[config.mk]
export PLATFORM = sky130hd
export DESIGN_NAME = raw_key_to_pc_scancode_translator_flat
export DESIGN_NICKNAME = d
export VERILOG_FILES = /design/src/rtl/core/rkpc_pkg.sv /design/src/rtl/core/rkpc_if.sv /design/src/rtl/core/rkpc_translate.sv /design/src/rtl/core/raw_key_to_pc_scancode_translator.sv /design/src/flat_wrapper.sv
export SDC_FILE = /design/constraint.sdc
export NUM_CORES = 1
export LEC_CHECK = 0
export ABC_AREA = 1
export BUFFER_PORTS_ARGS = -buffer_cell sky130_fd_sc_hd__buf_2
export CAP_MARGIN = 30
export CORE_MARGIN = 5
export CORE_UTILIZATION = 60
export CTS_CLUSTER_SIZE = 20
export DETAILED_ROUTE_END_ITERATION = 8
export HOLD_SLACK_MARGIN = 0.08
export PLACE_DENSITY = 0.76
export SYNTH_ARGS = -nofsm -noshare
export SYNTH_HDL_FRONTEND = slang
export SYNTH_HIERARCHICAL = 1
export SYNTH_SLANG_ARGS = --single-unit
export TNS_END_PERCENT = 5
[constraint.sdc]
create_clock -name clk -period 5.4 [get_ports clk]
set_input_delay 0.27 -clock clk [delete_from_list [all_inputs] [get_ports clk]]
set_output_delay 0.27 -clock clk [all_outputs]
set_load 0.02 [all_outputs]
[src/rtl/core/rkpc_pkg.sv]
`default_nettype none
// ----------------------------------------------------------------------------
// rkpc_pkg: shared types and constants of the raw key translator
// Holds the result type and the scan code constants used by the core.
// ----------------------------------------------------------------------------
package rkpc_pkg;

	localparam int unsigned KEY_W  = 7;
	localparam int unsigned QUAL_W = 2;
	localparam int unsigned SCAN_W = 8;

	// Qualifier bit positions.
	localparam int unsigned QUAL_PAD  = 0;
	localparam int unsigned QUAL_CTRL = 1;

	// Extended (E0) prefix marker and the "no key" code.
	localparam logic [SCAN_W-1:0] SCAN_EXT  = 8'h80;
	localparam logic [SCAN_W-1:0] SCAN_NONE = 8'h00;

	typedef logic [KEY_W-1:0]  key_t;
	typedef logic [QUAL_W-1:0] qual_t;
	typedef logic [SCAN_W-1:0] scan_t;

	typedef struct packed {
		scan_t scan_code;
		logic  numlock_write;
		logic  numlock_value;
	} result_t;

endpackage
`default_nettype wire

[src/rtl/core/rkpc_if.sv]
`default_nettype none
// ----------------------------------------------------------------------------
// rkpc_if: word channels of the raw key translator
// Valid/ready channels for raw key words in and scan code words out.
// ----------------------------------------------------------------------------
interface rkpc_key_if;
	logic             valid;
	logic             ready;
	rkpc_pkg::key_t   raw_key;
	rkpc_pkg::qual_t  qualifiers;

	modport source (output valid, output raw_key, output qualifiers, input ready);
	modport sink   (input valid, input raw_key, input qualifiers, output ready);
endinterface

interface rkpc_scan_if;
	logic             valid;
	logic             ready;
	rkpc_pkg::scan_t  scan_code;
	logic             numlock_write;
	logic             numlock_value;

	modport source (output valid, output scan_code, output numlock_write,
		output numlock_value, input ready);
	modport sink   (input valid, input scan_code, input numlock_write,
		input numlock_value, output ready);
endinterface
`default_nettype wire

[src/rtl/core/rkpc_translate.sv]
`default_nettype none
// ----------------------------------------------------------------------------
// rkpc_translate: raw key code to set-1 scan code lookup
// Applies the keypad undo of the alternate mode and maps the key to a scan code.
// ----------------------------------------------------------------------------
module rkpc_translate (
	input  wire rkpc_pkg::key_t   raw_key,
	input  wire rkpc_pkg::qual_t  qualifiers,
	input  wire logic             alt_mode,
	output rkpc_pkg::result_t     result
);

	logic            pad;
	logic            ctrl;
	logic            undo_hit;
	rkpc_pkg::key_t  undo_key;
	logic            digit_pad;
	rkpc_pkg::key_t  key;
	rkpc_pkg::scan_t key_ext;
	rkpc_pkg::scan_t scan;
	logic            nl_write;
	logic            nl_value;

	assign pad     = qualifiers[rkpc_pkg::QUAL_PAD];
	assign ctrl    = qualifiers[rkpc_pkg::QUAL_CTRL];
	assign key_ext = {1'b0, key};

	always_comb begin
		undo_hit = 1'b1;
		undo_key = raw_key;
		case (raw_key)
			7'h70: undo_key = 7'h3d;
			7'h4c: undo_key = 7'h3e;
			7'h48: undo_key = 7'h3f;
			7'h4f: undo_key = 7'h2d;
			7'h4e: undo_key = 7'h2f;
			7'h71: undo_key = 7'h1d;
			7'h4d: undo_key = 7'h1e;
			7'h49: undo_key = 7'h1f;
			7'h47: undo_key = 7'h0f;
			7'h46: undo_key = 7'h3c;
			default: undo_hit = 1'b0;
		endcase
	end

	always_comb begin
		digit_pad = raw_key inside {7'h3d, 7'h3e, 7'h3f, 7'h2d, 7'h2e, 7'h2f,
			7'h1d, 7'h1e, 7'h1f, 7'h0f, 7'h3c};
	end

	always_comb begin
		key      = raw_key;
		nl_write = 1'b0;
		nl_value = 1'b0;
		if (alt_mode && pad) begin
			if (undo_hit) begin
				key      = undo_key;
				nl_write = 1'b1;
			end else if (digit_pad) begin
				nl_write = 1'b1;
				nl_value = 1'b1;
			end
		end
	end

	always_comb begin
		scan = rkpc_pkg::SCAN_NONE;
		case (key) inside
			[7'h01:7'h0c]: scan = key_ext + 8'd1;
			[7'h10:7'h1b]: scan = key_ext;
			[7'h1d:7'h1f]: scan = key_ext + 8'd50;
			[7'h20:7'h2a]: scan = key_ext - 8'd2;
			[7'h2d:7'h2f]: scan = key_ext + 8'd30;
			[7'h31:7'h3a]: scan = key_ext - 8'd5;
			[7'h3d:7'h3f]: scan = key_ext + 8'd10;
			[7'h50:7'h59]: scan = key_ext - 8'd21;
			7'h00: scan = 8'h29;
			7'h0d: scan = 8'h2b;
			7'h0f: scan = 8'h52;
			7'h2b: scan = 8'h2b;
			7'h30: scan = 8'h56;
			7'h3c: scan = 8'h53;
			7'h40: scan = 8'h39;
			7'h41: scan = 8'h0e;
			7'h42: scan = 8'h0f;
			7'h43: scan = 8'h1c | rkpc_pkg::SCAN_EXT;
			7'h44: scan = 8'h1c;
			7'h45: scan = 8'h01;
			7'h46: scan = 8'h53 | rkpc_pkg::SCAN_EXT;
			7'h47: scan = 8'h52 | rkpc_pkg::SCAN_EXT;
			7'h48: scan = 8'h49 | rkpc_pkg::SCAN_EXT;
			7'h49: scan = 8'h51 | rkpc_pkg::SCAN_EXT;
			7'h4a: scan = 8'h4a;
			7'h4b: scan = 8'h57;
			7'h4c: scan = 8'h48 | rkpc_pkg::SCAN_EXT;
			7'h4d: scan = 8'h50 | rkpc_pkg::SCAN_EXT;
			7'h4e: scan = 8'h4d | rkpc_pkg::SCAN_EXT;
			7'h4f: scan = 8'h4b | rkpc_pkg::SCAN_EXT;
			7'h5a: scan = 8'h45;
			7'h5b: scan = 8'h46;
			7'h5c: scan = 8'h35 | rkpc_pkg::SCAN_EXT;
			7'h5d: scan = ctrl ? (8'h37 | rkpc_pkg::SCAN_EXT) : 8'h37;
			7'h5e: scan = 8'h4e;
			7'h5f: scan = alt_mode ? 8'h46 : (8'h5d | rkpc_pkg::SCAN_EXT);
			7'h60: scan = 8'h2a;
			7'h61: scan = 8'h36;
			7'h62: scan = 8'h3a;
			7'h63: scan = 8'h1d;
			7'h64: scan = 8'h38;
			7'h65: scan = 8'h38 | rkpc_pkg::SCAN_EXT;
			7'h66: scan = 8'h5b | rkpc_pkg::SCAN_EXT;
			7'h67: scan = 8'h5c | rkpc_pkg::SCAN_EXT;
			7'h6b: scan = alt_mode ? (8'h5d | rkpc_pkg::SCAN_EXT) : 8'h46;
			7'h6c: scan = alt_mode ? rkpc_pkg::SCAN_NONE : (8'h37 | rkpc_pkg::SCAN_EXT);
			7'h6d: scan = alt_mode ? (8'h37 | rkpc_pkg::SCAN_EXT) : 8'h45;
			7'h6e: scan = ctrl ? (8'h46 | rkpc_pkg::SCAN_EXT) : rkpc_pkg::SCAN_NONE;
			7'h6f: scan = 8'h58;
			7'h70: scan = 8'h47 | rkpc_pkg::SCAN_EXT;
			7'h71: scan = 8'h4f | rkpc_pkg::SCAN_EXT;
			7'h72: scan = 8'h24 | rkpc_pkg::SCAN_EXT;
			7'h73: scan = 8'h22 | rkpc_pkg::SCAN_EXT;
			7'h74: scan = 8'h10 | rkpc_pkg::SCAN_EXT;
			7'h75: scan = 8'h19 | rkpc_pkg::SCAN_EXT;
			7'h76: scan = 8'h2e | rkpc_pkg::SCAN_EXT;
			7'h77: scan = 8'h30 | rkpc_pkg::SCAN_EXT;
			7'h79: scan = 8'h45;
			default: scan = rkpc_pkg::SCAN_NONE;
		endcase
	end

	assign result = {scan, nl_write, nl_value};

endmodule
`default_nettype wire

[src/rtl/core/raw_key_to_pc_scancode_translator.sv]
`default_nettype none
// ----------------------------------------------------------------------------
// raw_key_to_pc_scancode_translator: raw key code to set-1 scan code
// Two-stage translator with a mode register for the alternate key assignment.
// ----------------------------------------------------------------------------
// Each raw key word gives exactly one scan code word. The block takes one
// word per clock cycle while the output is not stalled and hands the result
// out through an input register and a result register; the lookup between
// them is combinational. When the output is stalled the stages fill and ready
// falls only once both registers hold words. The mode register is written with
// mode_we and resets to 0; write it only while no word is in flight.
module raw_key_to_pc_scancode_translator (
	input  wire logic       clk,
	input  wire logic       arst_n,
	input  wire logic       mode_we,
	input  wire logic       mode_wdata,
	rkpc_key_if.sink        key_in,
	rkpc_scan_if.source     scan_out
);

	logic               alt_mode_q;
	logic               valid_s1;
	logic               valid_s2;
	rkpc_pkg::key_t     raw_key_s1;
	rkpc_pkg::qual_t    qualifiers_s1;
	rkpc_pkg::result_t  result_comb;
	rkpc_pkg::result_t  result_s2;
	logic               adv_s1;
	logic               adv_s2;

	assign adv_s2       = !valid_s2 || scan_out.ready;
	assign adv_s1       = !valid_s1 || adv_s2;
	assign key_in.ready = adv_s1;

	always_ff @(posedge clk or negedge arst_n) begin
		if (!arst_n) begin
			alt_mode_q <= 1'b0;
			valid_s1   <= 1'b0;
			valid_s2   <= 1'b0;
		end else begin
			if (mode_we) begin
				alt_mode_q <= mode_wdata;
			end
			if (adv_s1) begin
				valid_s1 <= key_in.valid;
			end
			if (adv_s2) begin
				valid_s2 <= valid_s1;
			end
		end
	end

	always_ff @(posedge clk) begin
		if (adv_s1 && key_in.valid) begin
			raw_key_s1    <= key_in.raw_key;
			qualifiers_s1 <= key_in.qualifiers;
		end
		if (adv_s2 && valid_s1) begin
			result_s2 <= result_comb;
		end
	end

	rkpc_translate u_translate (
		.raw_key    (raw_key_s1),
		.qualifiers (qualifiers_s1),
		.alt_mode   (alt_mode_q),
		.result     (result_comb)
	);

	assign scan_out.valid         = valid_s2;
	assign scan_out.scan_code     = result_s2.scan_code;
	assign scan_out.numlock_write = result_s2.numlock_write;
	assign scan_out.numlock_value = result_s2.numlock_value;

endmodule
`default_nettype wire

[src/flat_wrapper.sv]
// flat-port wrapper written by rule: the top's interface ports become plain ports
module raw_key_to_pc_scancode_translator_flat 
  (clk, arst_n, mode_we, mode_wdata, key_in_valid, key_in_raw_key, key_in_qualifiers, key_in_ready, scan_out_valid, scan_out_scan_code, scan_out_numlock_write, scan_out_numlock_value, scan_out_ready);
  rkpc_key_if key_in_i ();
  rkpc_scan_if scan_out_i ();
  input  wire logic clk;
  input  wire logic arst_n;
  input  wire logic mode_we;
  input  wire logic mode_wdata;
  input wire logic [$bits(key_in_i.valid)-1:0] key_in_valid;
  input wire logic [$bits(key_in_i.raw_key)-1:0] key_in_raw_key;
  input wire logic [$bits(key_in_i.qualifiers)-1:0] key_in_qualifiers;
  output wire logic [$bits(key_in_i.ready)-1:0] key_in_ready;
  output wire logic [$bits(scan_out_i.valid)-1:0] scan_out_valid;
  output wire logic [$bits(scan_out_i.scan_code)-1:0] scan_out_scan_code;
  output wire logic [$bits(scan_out_i.numlock_write)-1:0] scan_out_numlock_write;
  output wire logic [$bits(scan_out_i.numlock_value)-1:0] scan_out_numlock_value;
  input wire logic [$bits(scan_out_i.ready)-1:0] scan_out_ready;
  assign key_in_i.valid = key_in_valid;
  assign key_in_i.raw_key = key_in_raw_key;
  assign key_in_i.qualifiers = key_in_qualifiers;
  assign key_in_ready = key_in_i.ready;
  assign scan_out_valid = scan_out_i.valid;
  assign scan_out_scan_code = scan_out_i.scan_code;
  assign scan_out_numlock_write = scan_out_i.numlock_write;
  assign scan_out_numlock_value = scan_out_i.numlock_value;
  assign scan_out_i.ready = scan_out_ready;
  raw_key_to_pc_scancode_translator u_core (.clk(clk), .arst_n(arst_n), .mode_we(mode_we), .mode_wdata(mode_wdata), .key_in(key_in_i), .scan_out(scan_out_i));
endmodule
; Word-level counts from Yosys, hierarchy flattened
; Index checks and enable logic that the tools add are counted.
[word_totals]
out_inout_bits = 12
word_cells = 191
register_bits = 22
[op_classes]
addsub = 7
n_bitwise = 1
magnitude_cmp = 16
n_eq_ne = 70
n_mux = 70
n_reduce_logical = 19
[op_table]
columns = operator, n
row1 = $mux 8, 63
row2 = $eq 7x7->1 const B, 54
row3 = $eq 7x6->1 const B, 10
row4 = $pmux 7 s10, 1
row5 = $ge 7x6->1 const B, 4
row6 = $le 7x6->1 const B, 4
row7 = $eq 7x4->1 const B, 3
row8 = $eq 7x5->1 const B, 3
row9 = $mux 7, 3
row10 = $ge 7x5->1 const B, 2
row11 = $le 7x5->1 const B, 2
row12 = $logic_and 1x1->1, 11
row13 = $reduce_bool 11->1, 1
row14 = $reduce_or 10->1, 1
row15 = $add 7x1->8 const B, 1
row16 = $add 7x4->8 const B, 1
row17 = $add 7x5->8 const B, 1
row18 = $add 7x6->8 const B, 1
row19 = $sub 7x2->8 const B, 1
row20 = $sub 7x3->8 const B, 1
row21 = $sub 7x5->8 const B, 1
row22 = $ge 7x1->1 const B, 1
row23 = $ge 7x7->1 const B, 1
row24 = $le 7x4->1 const B, 1
row25 = other kinds (7), 11

; Logic depth before layout (Yosys ltp)
; Gate-level depths: netlist of the first run.
[logic_depth]
ltp_word = 64
ltp_mapped = 45
ltp_nobuf = 45

; Modules after synthesis
; Netlist of the first run, hierarchy kept.
[by_module_without_submodules]
columns = mod, instances, area_per_inst_um2, cells_per_inst, seq_area_each_um2
row1 = rkpc_translate, 1, 2587.5, 561, 0.0
row2 = raw_key_to_pc_scancode_translator, 1, 703.2, 35, 645.6

; Least setup slack after synthesis of the first run
; No wires, ideal clock.
[synth_timing]
path_type = reg2reg
start = register u_core.raw_key_s1[4]
end = register u_core.result_s2, in the netlist u_core/scan_out.scan_code[4], data pin
path_stages_with_launch = 36
n_path_buf = 0
synth_period_minus_slack_ps = 3909
setup_time_ps = 253
t_arrival_ps = 3657
path_slack_ps = 1491
cell_sequence = edfxtp_1 -> nor2_1 -> nand3_1 -> nor2_1 -> nor2_1 -> nand3_2 -> nand2_2 -> inv_4 -> nand3_1 -> o21ai_2 -> inv_1 -> ha_1 -> nand3_1 -> nor2_1 -> nor2_2 -> nand2_1 -> nor2_1 -> nand2_1 -> o21ai_1 -> nand2_1 -> nand2_1 -> nand3_1 -> nand2_1 -> a21boi_1 -> o21bai_1 -> nand2_1 -> nand2_1 -> nand2_1 -> nand2_1 -> nand3_1 -> nand2_1 -> nand2_1 -> nand2_1 -> nand3_1 -> o21ai_1 -> inv_1
[synth_lines]
columns = item, line
row1 = "start, declared", raw_key_to_pc_scancode_translator.sv:24  ; rkpc_pkg::key_t raw_key_s1;
row2 = "start signal, assigned", raw_key_to_pc_scancode_translator.sv:55  ; raw_key_s1 <= key_in.raw_key;
row3 = "end signal, assigned", raw_key_to_pc_scancode_translator.sv:59  ; result_s2 <= result_comb;
row4 = "end, declared", raw_key_to_pc_scancode_translator.sv:27  ; rkpc_pkg::result_t result_s2;

==> key figures, run 1 <==
STA
  – Final Hold Violating Endpoints: 0
  – Largest clock skew in the final design: between 1.5 and 2 ps
  – Maximum operating frequency: about 0.21 GHz
  – Relative slew slack: between 40% and 50%
  – Setup repair after global routing missed its margin: no
  – Fin. max-slew vios: 0
  – Final min period: ~4800 ps
  – Final Cycle Share: between 80 and 90%
  – Worst slew pin tran: approximately 810 ps
  – Final count of negative-setup-slack endpoints: 0
  – Sum Neg Setup Slack: 0 ps

Synthesis
  – Proportion of synthesized area in mux cells: 0%
  – Largest family of logic cells by synthesized area: simple AND/OR/NAND/NOR gates
  – Post-synth net total: between 600 and 700
  – Synthesized netlist cell count: 596
  – Simple-Gate Fraction of Synth Area: 47.9%
  – Number of distinct library cells after synthesis: 41
  – XOR/XNOR share of the synthesized area: around 1.1%
  – Share of the synthesized area in compound gates (AO/OA/AOI/OAI): between 10% and 20%
  – Total number of yosys warnings: 6
  – Number of enable-type register cells in the synthesized netlist: 19
  – Largest cells by area after synthesis: nand2_1, edfxtp_1, inv_1, nor2_1, nand3_1
  – Share of synthesized area occupied by flip-flops and latches: approximately 20%
  – Synthesized cell area: about 0.0033 mm^2
  – Cell accounting for the most synthesized area: nand2_1
  – Synth Flop Type: edfxtp_1
  – Fraction of synthesis flops using an asynchronous set or reset pin: a little over an eighth
  – Post-synth top area share: between 20% and 30%
  – Per-instance average area after synthesis: around 5.5 um^2
  – Adder and majority cell fraction of the synthesized area: between 3 and 4%
  – Synth Register Bits: 22

Clock tree
  – CTS clock-pin slew for the worst setup and hold paths: ~80 ps
  – Number of setup buffers added after CTS: 0
  – Number of buffers created by CTS: 3
  – CTS tree: done
  – Number of H-tree levels: 1
  – Count of clock tree sinks: 22
  – Clock tree root driver cell: clkbuf_8
  – Maximum clock path buffer count: 2
  – Clock insertion delay at the later pin of the skew report: 260 ps

Floorplan
  – Initial core utilization: between 60% and 70%
  – Die Span X: 84.1 um
  – Total number of placement rows: 27
  – Die outline area: around 0.0071 mm^2
  – Ports placed on the boundary: 27
  – Total core area: between 0.005 and 0.006 mm^2
  – Die Ht: ~84 um

Placed design
  – Half-perimeter wire length after placement: between 7000 and 8000 um
  – Number of port buffers: 26
  – Weighted congestion reported at the end of routability-driven placement: 0.985

Drt
  – Final wirelength: between 9000 and 10000 um
  – Number of optimization iterations in the first detailed-route pass: 5
  – Via count: 3891
  – Avg Vias per Cell: ~5.6
  – Post-detailed-route wirelength per cell: around 14 um
  – First DRT Iteration DRCs: about 350
  – Antenna Violating Nets Remaining: 0
  – DRC errors left: 0

Cells and area
  – Number of fillers in the final layout: between 500 and 600
  – Most common cell after layout, fill and taps aside: nand2_1
  – N_diodes: 0
  – Leading cell types in the layout, fill and taps excluded: nand2_1, inv_1, nor2_1, nand3_1, a21oi_1
  – Flip-flop and latch area: around 650 um^2
  – Area added between synthesis and finish: 8.63%
  – Multi-input logic area: between 0.002 and 0.0025 mm^2
  – Final #Nets: between 600 and 700
  – Fraction of final layout cells with drive strength greater than 1: roughly 11%

GRT
  – Global-route wire length before repair: 16000 um
  – Pin count of the biggest net entering global routing: 15
  – Number of global-route vias before repair: approximately 3700
  – Global route total overflow: 0
  – Total Routing Usage GR: between 20% and 30%
  – Number of antenna violations at the first check in global routing: 0

Worst setup path
  – CP Launch Type: flip-flop
  – Data arrival, critical path: 4820 ps
  – Maximum fanout count along the critical path: 14
  – Data required time of the critical path: 5420 ps
  – CP most frequent cell: nand2_1
  – Class of the most critical setup path: flip-flop to flip-flop
  – Highest cell delay on the worst timing path: ~520 ps
  – Crit-path slowest cell: edfxtp_1
  – Type of element capturing the critical path: flip-flop

Outcome
  – Status: finished clean

Job
  – Number of max-cap violations: 0

Power and ir drop
  – Total chip power: between 600 and 700 uW
  – Worst supply voltage drop on vdd: between 0.15 and 0.2 mV
  – Power per cell area: 170 mW/mm^2
  – Cell leakage power: slightly below 0.002 uW

Hold path
  – Class of the most critical hold timing path: input pin to flip-flop
[stage by stage]
step	std cells	cell area (um^2)	hold slack, ps	setup slack (ps)	util (%)
final	695	3570	180	603	66.1
after detailed placement	690	3480	70.2	547	64.3
after global routing	695	3570	158	91.9	66.1
after global placement	689	3470	68.2	611	64.2
after floorplan	596	3290	-25.6	1490	-
after CTS	695	3560	169	534	65.8
[per-layer routing]
layer	share of wire, %	vias up	track usage [%]
met4	4.1	0	13.0
met2	46	194	46.3
met5	0	-	0
met1	42	1726	34.1
li1	-	1932	-
met3	7.7	39	2.76
[worst max-delay path: cells and delay by family, from the launching register on]
kind | cells | cell delay (ps)
adders and majority gates | 1 | 300
and+or+nand+nor | 26 | 2730
buffers and inverters | 3 | 390
DFF | 1 | 520
AOI/OAI and AO/OA | 5 | 640
[kinds of logic (layout without fill, tap and decap cells)]
kind of cell	count (synthesis)	in the layout
adder cells (fa/ha/maj)	9	9
AO/OA/AOI/OAI	80	80
buffers and inverters	116	143
flip-flops	22	22
AND/OR/NAND/NOR	365	365
XOR/XNOR	4	4
[state kept, by name, summed over array words and instances, names as in the netlist]
register / flops
u_core/alt_mode_q: 1
u_core/scan_out.numlock_write: 1
u_core/scan_out.scan_code: 8
u_core/valid_s1: 1
u_core/qualifiers_s1: 2
u_core/scan_out.numlock_value: 1
u_core/raw_key_s1: 7
u_core/scan_out.valid: 1
[layout make-up]
type	count	share of cell area [%]
clock buffers	3	1.16
clock inverters	1	0.840
inverters	110	11.7
multi-input cells	458	61.4
flip-flops and latches	22	18.1
well taps	72	2.52
repair buffers	29	4.34
[report_power, final]
part	switching (uW)	internal [uW]	total (uW)	leakage (uW)
logic	162	75.6	237	0.00170
clock network	53.1	99.0	152	0.0000357
registers	12.7	206	219	0.000218
total	227	381	608	0.00196
[repair_timing]
item	in CTS	in global routing
hold buffers	1	0
resized for setup	0	4
setup endpoints to repair	0	1
hold endpoints to repair	3	0
[final timing paths]
kind                       cells after the start                            to  slack, ps                 start
setup reg to reg                              35  u_core/scan_out.scan_code[4]        600  u_core/raw_key_s1[4]
min in group asynchronous                      2             u_core/alt_mode_q        340                arst_n
hold / removal                                 1          u_core/raw_key_s1[4]        180     key_in_raw_key[4]
hold reg to reg                                2         u_core/scan_out.valid        530       u_core/valid_s1
max in group asynchronous                      2               u_core/valid_s1       4960                arst_n
setup / recovery                              35  u_core/scan_out.scan_code[4]        600  u_core/raw_key_s1[4]
[synth_stat cells (all sizes together) (2+ instances only)]
master	instances
a21oi	29
buf	6
dfrtp	3
edfxtp	19
ha	9
inv	109
nand2	198
nand3	36
nand3b	3
nand4	10
nor2	105
nor3	9
nor4	2
o211ai	3
o21ai	36
o21bai	2
o31ai	3
xor2	4
Power figures use the tool's default switching activity.
==> run 2, diff against run 1 <==
- CORE_UTILIZATION: 60 -> 56
- PLACE_DENSITY: 0.76 -> 0.78
- clock period: 5.4 -> 3.9 ns (I/O delays scaled with it)
==> run 2 against run 1 <==
  * The flow now finishes with violations (setup timing)
  * Via count is 17% higher
  * Clock-buffer cell count unchanged
  * Largest power group unchanged
  * Total power is 56% higher
  * Critical endpoint is now u_core/scan_out.scan_code[2]
==> key figures, run 2 (synthesized netlist as in run 1, its figures left out) <==
Power and ir drop
  – Cell leakage power: 0.00243 uW (+24%)
  – Worst supply voltage drop on vdd: 0.278 mV (+43%)
  – Power per cell area: 208 mW/mm^2 (+22%)

Worst setup path
  – Highest cell delay on the worst timing path: 570 ps (+50 ps)
  – Class of the most critical setup path: flip-flop to flip-flop
  – CP Buf/Inv Count: 3 (unchanged)
  – CP Launch Type: flip-flop
  – Data required time of the critical path: 3910 ps (-1510 ps)
  – Data arrival, critical path: 4240 ps (-580 ps)
  – Type of element capturing the critical path: flip-flop
  – Maximum fanout count along the critical path: 7 (-7)
  – CP most frequent cell: nand2_1
  – Cell type group with the largest total delay on the critical path: simple AND/OR/NAND/NOR gates
  – Crit-path slowest cell: edfxtp_1

Cells and area
  – Area added between synthesis and finish: 38.7%
  – Final #Nets: 736 (+14%)
  – Post-route cell area: 0.00456 mm^2 (+28%)
  – Leading cell types in the layout, fill and taps excluded: nand2_1, inv_1, buf_4, nor2_1
  – Most common cell after layout, fill and taps aside: nand2_1
  – Fraction of final layout cells with drive strength greater than 1: 31.6% (+20 points)
  – N_diodes: 0 (unchanged)
  – Post-Layout Cell Count: 786 (+13%)
  – Flip-flop count of the largest register after layout: 8 (unchanged)

STA
  – Largest clock skew in the final design: 1.10 ps (-0.693 ps)
  – Maximum operating frequency: 0.237 GHz (+13%)
  – Setup repair after global routing missed its margin: yes
  – Final count of negative-setup-slack endpoints: 8 (+8)
  – Fin. max-slew vios: 0 (unchanged)
  – Relative slew slack: 38.4% (-6.0 points)
  – Final Hold Violating Endpoints: 0 (unchanged)
  – Minimum setup slack in the final design: -327 ps (-931 ps)
  – Final min period: 4230 ps (-569 ps)
  – Worst slew pin tran: 924 ps (+112 ps)
  – Final Cycle Share: 108% (+20 points)

Floorplan
  – Die Span X: 86.7 um (+3.1%)
  – Die Ht: 86.7 um (+3.1%)
  – Die outline area: 0.00751 mm^2 (+6.3%)
  – Total number of placement rows: 28 (+3.7%)
  – Initial core utilization: 56.6% (-4.3 points)
  – Total core area: 0.00582 mm^2 (+7.6%)
  – Ports placed on the boundary: 27 (unchanged)

Drt
  – Antenna Violating Nets Remaining: 0 (unchanged)
  – Number of optimization iterations in the first detailed-route pass: 6 (+1)
  – Via count: 4535 (+17%)
  – Final wirelength: 12600 um (+30%)
  – DRC errors left: 0 (unchanged)
  – Post-detailed-route wirelength per cell: 16.0 um (+15%)
  – First DRT Iteration DRCs: 446 (+29%)
  – Avg Vias per Cell: 5.77 (+3.1%)

Clock tree
  – Clock insertion delay at the later pin of the skew report: 260 ps (about the same)
  – Maximum clock path buffer count: 2 (unchanged)
  – Count of clock tree sinks: 22 (unchanged)
  – CTS clock-pin slew for the worst setup and hold paths: 80 ps (about the same)
  – Number of buffers created by CTS: 3 (unchanged)
  – Number of H-tree levels: 1 (unchanged)
  – Clock tree root driver cell: clkbuf_8
  – CTS tree: done

Job
  – Number of max-cap violations: 0 (unchanged)

GRT
  – Number of antenna violations at the first check in global routing: 0 (unchanged)
  – Number of global-route vias before repair: 4184 (+13%)
  – Global-route wire length before repair: 18500 um (+15%)
  – Global route total overflow: 0 (unchanged)
  – Total Routing Usage GR: 30.3% (+3.1 points)
  – Pin count of the biggest net entering global routing: 14 (-1)

Placed design
  – Half-perimeter wire length after placement: 8290 um (+6.2%)
  – Number of port buffers: 26 (unchanged)
  – Post-place instance area: 0.00390 mm^2 (+12%)
  – Worst-case setup slack after placement: -281 ps (-828 ps)
  – Inst Count DP: 749 (+8.6%)
  – Weighted congestion reported at the end of routability-driven placement: 0.968 (-1.7%)

Outcome
  – Failing checks: setup timing
  – Status: complete, but fails checks

Hold path
  – Class of the most critical hold timing path: input pin to flip-flop
[run 2: repair_timing]
item                                    CTS  global route
endpoints found under the hold margin     3             0
buffers inserted                         20            12
pin swaps                                21            31
resized for setup                        40            56
endpoints found under the setup margin    8             8
hold buffers                              1             0
[run 2: power by group]
part | leakage (uW) | total, uW | switching [uW] | internal, uW
sequential | 0.000218 | 304 | 17.7 | 286
clock | 0.0000357 | 209 | 72.2 | 137
combinational | 0.00217 | 434 | 272 | 162
[run 2: final cells by class]
class / count / area, um^2
Timing Repair Buffer: 117 / 827
Multi-Input combinational cell: 458 / 2500
Inverter: 110 / 428
Fill cell: 421 / 1250
Clock inverter: 1 / 30.0
Clock buffer: 3 / 41.3
Sequential cell: 22 / 646
Tap cell: 75 / 93.8
[run 2: path summary, 6_finish.rpt]
| path | slack, ps | depth (start not counted) | to | startpoint |
|---|---|---|---|---|
| worst max-delay path | -330 | 36 | u_core/scan_out.scan_code[2] | u_core/raw_key_s1[3] |
| worst min-delay path | 100 | 1 | u_core/raw_key_s1[2] | key_in_raw_key[2] |
| worst max register to register | -330 | 36 | u_core/scan_out.scan_code[2] | u_core/raw_key_s1[3] |
| worst min register to register | 570 | 2 | u_core/scan_out.valid | u_core/valid_s1 |
| max in group asynchronous | 3540 | 2 | u_core/alt_mode_q | arst_n |
| min in group asynchronous | 260 | 2 | u_core/valid_s1 | arst_n |
[run 2: through the flow]
step	hold WS, ps	TNS (ps)	util, %	total power (uW)
3_5_place_dp	-4.68	-1190	67.1	660
3_3_place_gp	-8.55	-702	67.1	655
6_report	102	-1870	78.5	947
4_1_cts	94.6	-62.6	73.3	899
5_1_grt	82.6	-4190	78.5	1010
2_1_floorplan	-101	0	-	538
[run 2: metal layers]
| layer | vias to the layer above | part of all wire (%) | global-route usage, % |
|---|---|---|---|
| met1 | 2008 | 38 | 35.9 |
| met4 | 0 | 7.5 | 12.3 |
| met5 | - | 0 | 0 |
| met2 | 315 | 47 | 54.8 |
| met3 | 100 | 8.1 | 3.71 |
| li1 | 2112 | - | - |
==> run 3, diff against run 2 <==
- CELL_PAD_IN_SITES_DETAIL_PLACEMENT: unset -> 1
- CELL_PAD_IN_SITES_GLOBAL_PLACEMENT: unset -> 2
- CORE_UTILIZATION: 56 -> 29
- CTS_BUF_LIST: unset -> sky130_fd_sc_hd__clkbuf_4
- PLACE_DENSITY: 0.78 -> unset
- PLACE_DENSITY_LB_ADDON: unset -> 0.1
==> run 3 against run 2 <==
  * Critical path depth shrank 8
  * Via count shrank 5.7%
  * Global-route usage shrank 9.2 points
  * Setup slack gained 200 ps
  * Non-clock buffer count grew 52
  * Clock skew grew 4.4 ps
  * Utilization shrank 34 points
  * Total power shrank 0.25%
  * The run still ends with setup timing left
  * Highest routed layer unchanged
  * Final area grew 9.5%
  * Maximum frequency grew 5.0%
  * Die area grew 81%
==> key figures, run 3 (synthesized netlist as in run 1, its figures left out) <==
Clock tree
  – Count of clock tree sinks: 22 (unchanged)
  – Number of buffers created by CTS: 3 (unchanged)
  – Clock insertion delay at the later pin of the skew report: 340 ps (+80 ps)
  – CTS clock-pin slew for the worst setup and hold paths: 150 ps (+70 ps)
  – Number of H-tree levels: 1 (unchanged)
  – CTS tree: done
  – Maximum clock path buffer count: 2 (unchanged)
  – Clock tree root driver cell: clkbuf_4

Drt
  – Final wirelength: 13900 um (+10%)
  – Avg Vias per Cell: 4.72 (-18%)
  – Number of optimization iterations in the first detailed-route pass: 4 (-2)
  – Post-detailed-route wirelength per cell: 15.3 um (-4.2%)
  – DRC errors left: 0 (unchanged)
  – First DRT Iteration DRCs: 142 (-68%)
  – Via count: 4278 (-5.7%)
  – Antenna Violating Nets Remaining: 0 (unchanged)

STA
  – Relative slew slack: 56.6% (+18 points)
  – Final Cycle Share: 103% (-5.2 points)
  – Fin. max-slew vios: 0 (unchanged)
  – Setup repair after global routing missed its margin: yes
  – Sum Neg Setup Slack: -737 ps (+1130 ps)
  – Final Hold Violating Endpoints: 0 (unchanged)
  – Final count of negative-setup-slack endpoints: 8 (unchanged)
  – Final min period: 4020 ps (-202 ps)
  – Minimum setup slack in the final design: -125 ps (+202 ps)
  – Maximum operating frequency: 0.248 GHz (+5.0%)
  – Worst slew pin tran: 644 ps (-280 ps)
  – Worst hold-check slack: 106 ps (+4.20 ps)
  – Largest clock skew in the final design: 5.54 ps (+4.44 ps)

Placed design
  – Worst-case setup slack after placement: -513 ps (-232 ps)
  – Half-perimeter wire length after placement: 11400 um (+37%)
  – Weighted congestion reported at the end of routability-driven placement: 0.864 (-11%)
  – Number of port buffers: 26 (unchanged)

Floorplan
  – Total core area: 0.0113 mm^2 (+94%)
  – Die outline area: 0.0136 mm^2 (+81%)
  – Die Span X: 117 um (+34%)
  – Total number of placement rows: 39 (+39%)
  – Initial core utilization: 29.2% (-27 points)
  – Die Ht: 117 um (+34%)
  – Ports placed on the boundary: 27 (unchanged)

GRT
  – Global routing usage on met2: 39.7% (-15 points)
  – GR Layer Usage met3: 1.50% (-2.2 points)
  – Global-route wire length before repair: 22600 um (+22%)
  – Top Usage Layer GRT: met2
  – Global route total overflow: 0 (unchanged)
  – Met1 global-route usage: 25.5% (-10 points)
  – Number of global-route vias before repair: 4638 (+11%)
  – Number of antenna violations at the first check in global routing: 0 (unchanged)
  – Total Routing Usage GR: 21.1% (-9.2 points)
  – Pin count of the biggest net entering global routing: 14 (unchanged)

Worst setup path
  – Data required time of the critical path: 4000 ps (+90 ps)
  – Data arrival, critical path: 4130 ps (-110 ps)
  – CP Launch Type: flip-flop
  – Highest cell delay on the worst timing path: 540 ps (-30 ps)
  – Type of element capturing the critical path: flip-flop
  – Crit-path slowest cell: edfxtp_1
  – CP most frequent cell: nand2_1
  – Class of the most critical setup path: flip-flop to flip-flop
  – Maximum fanout count along the critical path: 6 (-1)

Cells and area
  – Leading cell types in the layout, fill and taps excluded: nand2_1, buf_4, inv_1, nor2_1
  – Final #Nets: 788 (+7.1%)
  – Multi-input logic area: 0.00244 mm^2 (-2.4%)
  – Fraction of final layout cells with drive strength greater than 1: 33.4% (+1.8 points)
  – Most common cell after layout, fill and taps aside: nand2_1
  – Core Util, Final: 44.3% (-34 points)
  – Flip-flop count of the largest register after layout: 8 (unchanged)
  – N_diodes: 0 (unchanged)
  – Area added between synthesis and finish: 51.9%
  – Flip-flop and latch area: 646 um^2 (unchanged)
  – Number of fillers in the final layout: 1554 (+270%)

Power and ir drop
  – Cell leakage power: 0.00268 uW (+11%)
  – Power per cell area: 189 mW/mm^2 (-8.9%)
  – Total chip power: 945 uW (-0.25%)
  – Worst supply voltage drop on vdd: 0.124 mV (-55%)

Job
  – Number of max-cap violations: 0 (unchanged)

Outcome
  – Status: complete, but fails checks
  – Failing checks: setup timing

Hold path
  – Class of the most critical hold timing path: input pin to flip-flop
[run 3: per-stage QoR]
step                      cell area, um^2  cells
after floorplan                      3290    596
after global placement               4360    867
after detailed placement             4360    868
after CTS                            4870    900
after global routing                 5000    906
final                                5000    906
[run 3: final timing paths]
kind / start / to / slack, ps / depth (start not counted)
max: u_core/raw_key_s1[3] / u_core/scan_out.scan_code[7] / -120 / 28
min: scan_out_ready / u_core/scan_out.valid / 110 / 4
max reg2reg: u_core/raw_key_s1[3] / u_core/scan_out.scan_code[7] / -120 / 28
min reg2reg: u_core/valid_s1 / u_core/scan_out.valid / 530 / 2
max in group asynchronous: arst_n / u_core/valid_s1 / 3630 / 2
min in group asynchronous: arst_n / u_core/scan_out.valid / 160 / 2
[run 3: per-layer routing]
metal	part of all wire (%)	up-vias
met1	45	2020
li1	-	2199
met4	2.4	0
met2	51	40
met3	1.6	19
met5	0	-
[run 3: area by class of cell]
| class | instances | area share [%] |
|---|---|---|
| Inverter | 110 | 8.51 |
| Clock buffer | 3 | 0.451 |
| Multi-Input combinational cell | 458 | 48.8 |
| Tap cell | 143 | 3.58 |
| Sequential cell | 22 | 12.9 |
| Timing Repair Buffer | 169 | 25.2 |
| Clock inverter | 1 | 0.601 |
[run 3: power by group]
group	internal, uW	switching (uW)	leakage, uW
clock	104	87.5	0.0000279
combinational	185	269	0.00243
sequential	286	13.0	0.000218
total	575	370	0.00268
[run 3: repair_timing]
| action | 4_1_cts | 5_1_grt |
|---|---|---|
| setup buffers | 15 | 6 |
| gates resized for setup | 55 | 28 |
| endpoints found under the setup margin | 8 | 8 |
| gates cloned | 0 | 0 |
| hold buffers | 13 | 0 |
| endpoints found under the hold margin | 14 | 0 |
| pin swaps | 26 | 35 |
[run 3: critical path: cells and delay by family, from the launching register on]
family / cells / cell delay, ps
AOI/OAI and AO/OA: 6 / 1130
buffers and inverters: 5 / 600
and+or+nand+nor: 16 / 1330
adders and majority gates: 1 / 190
DFF: 1 / 540
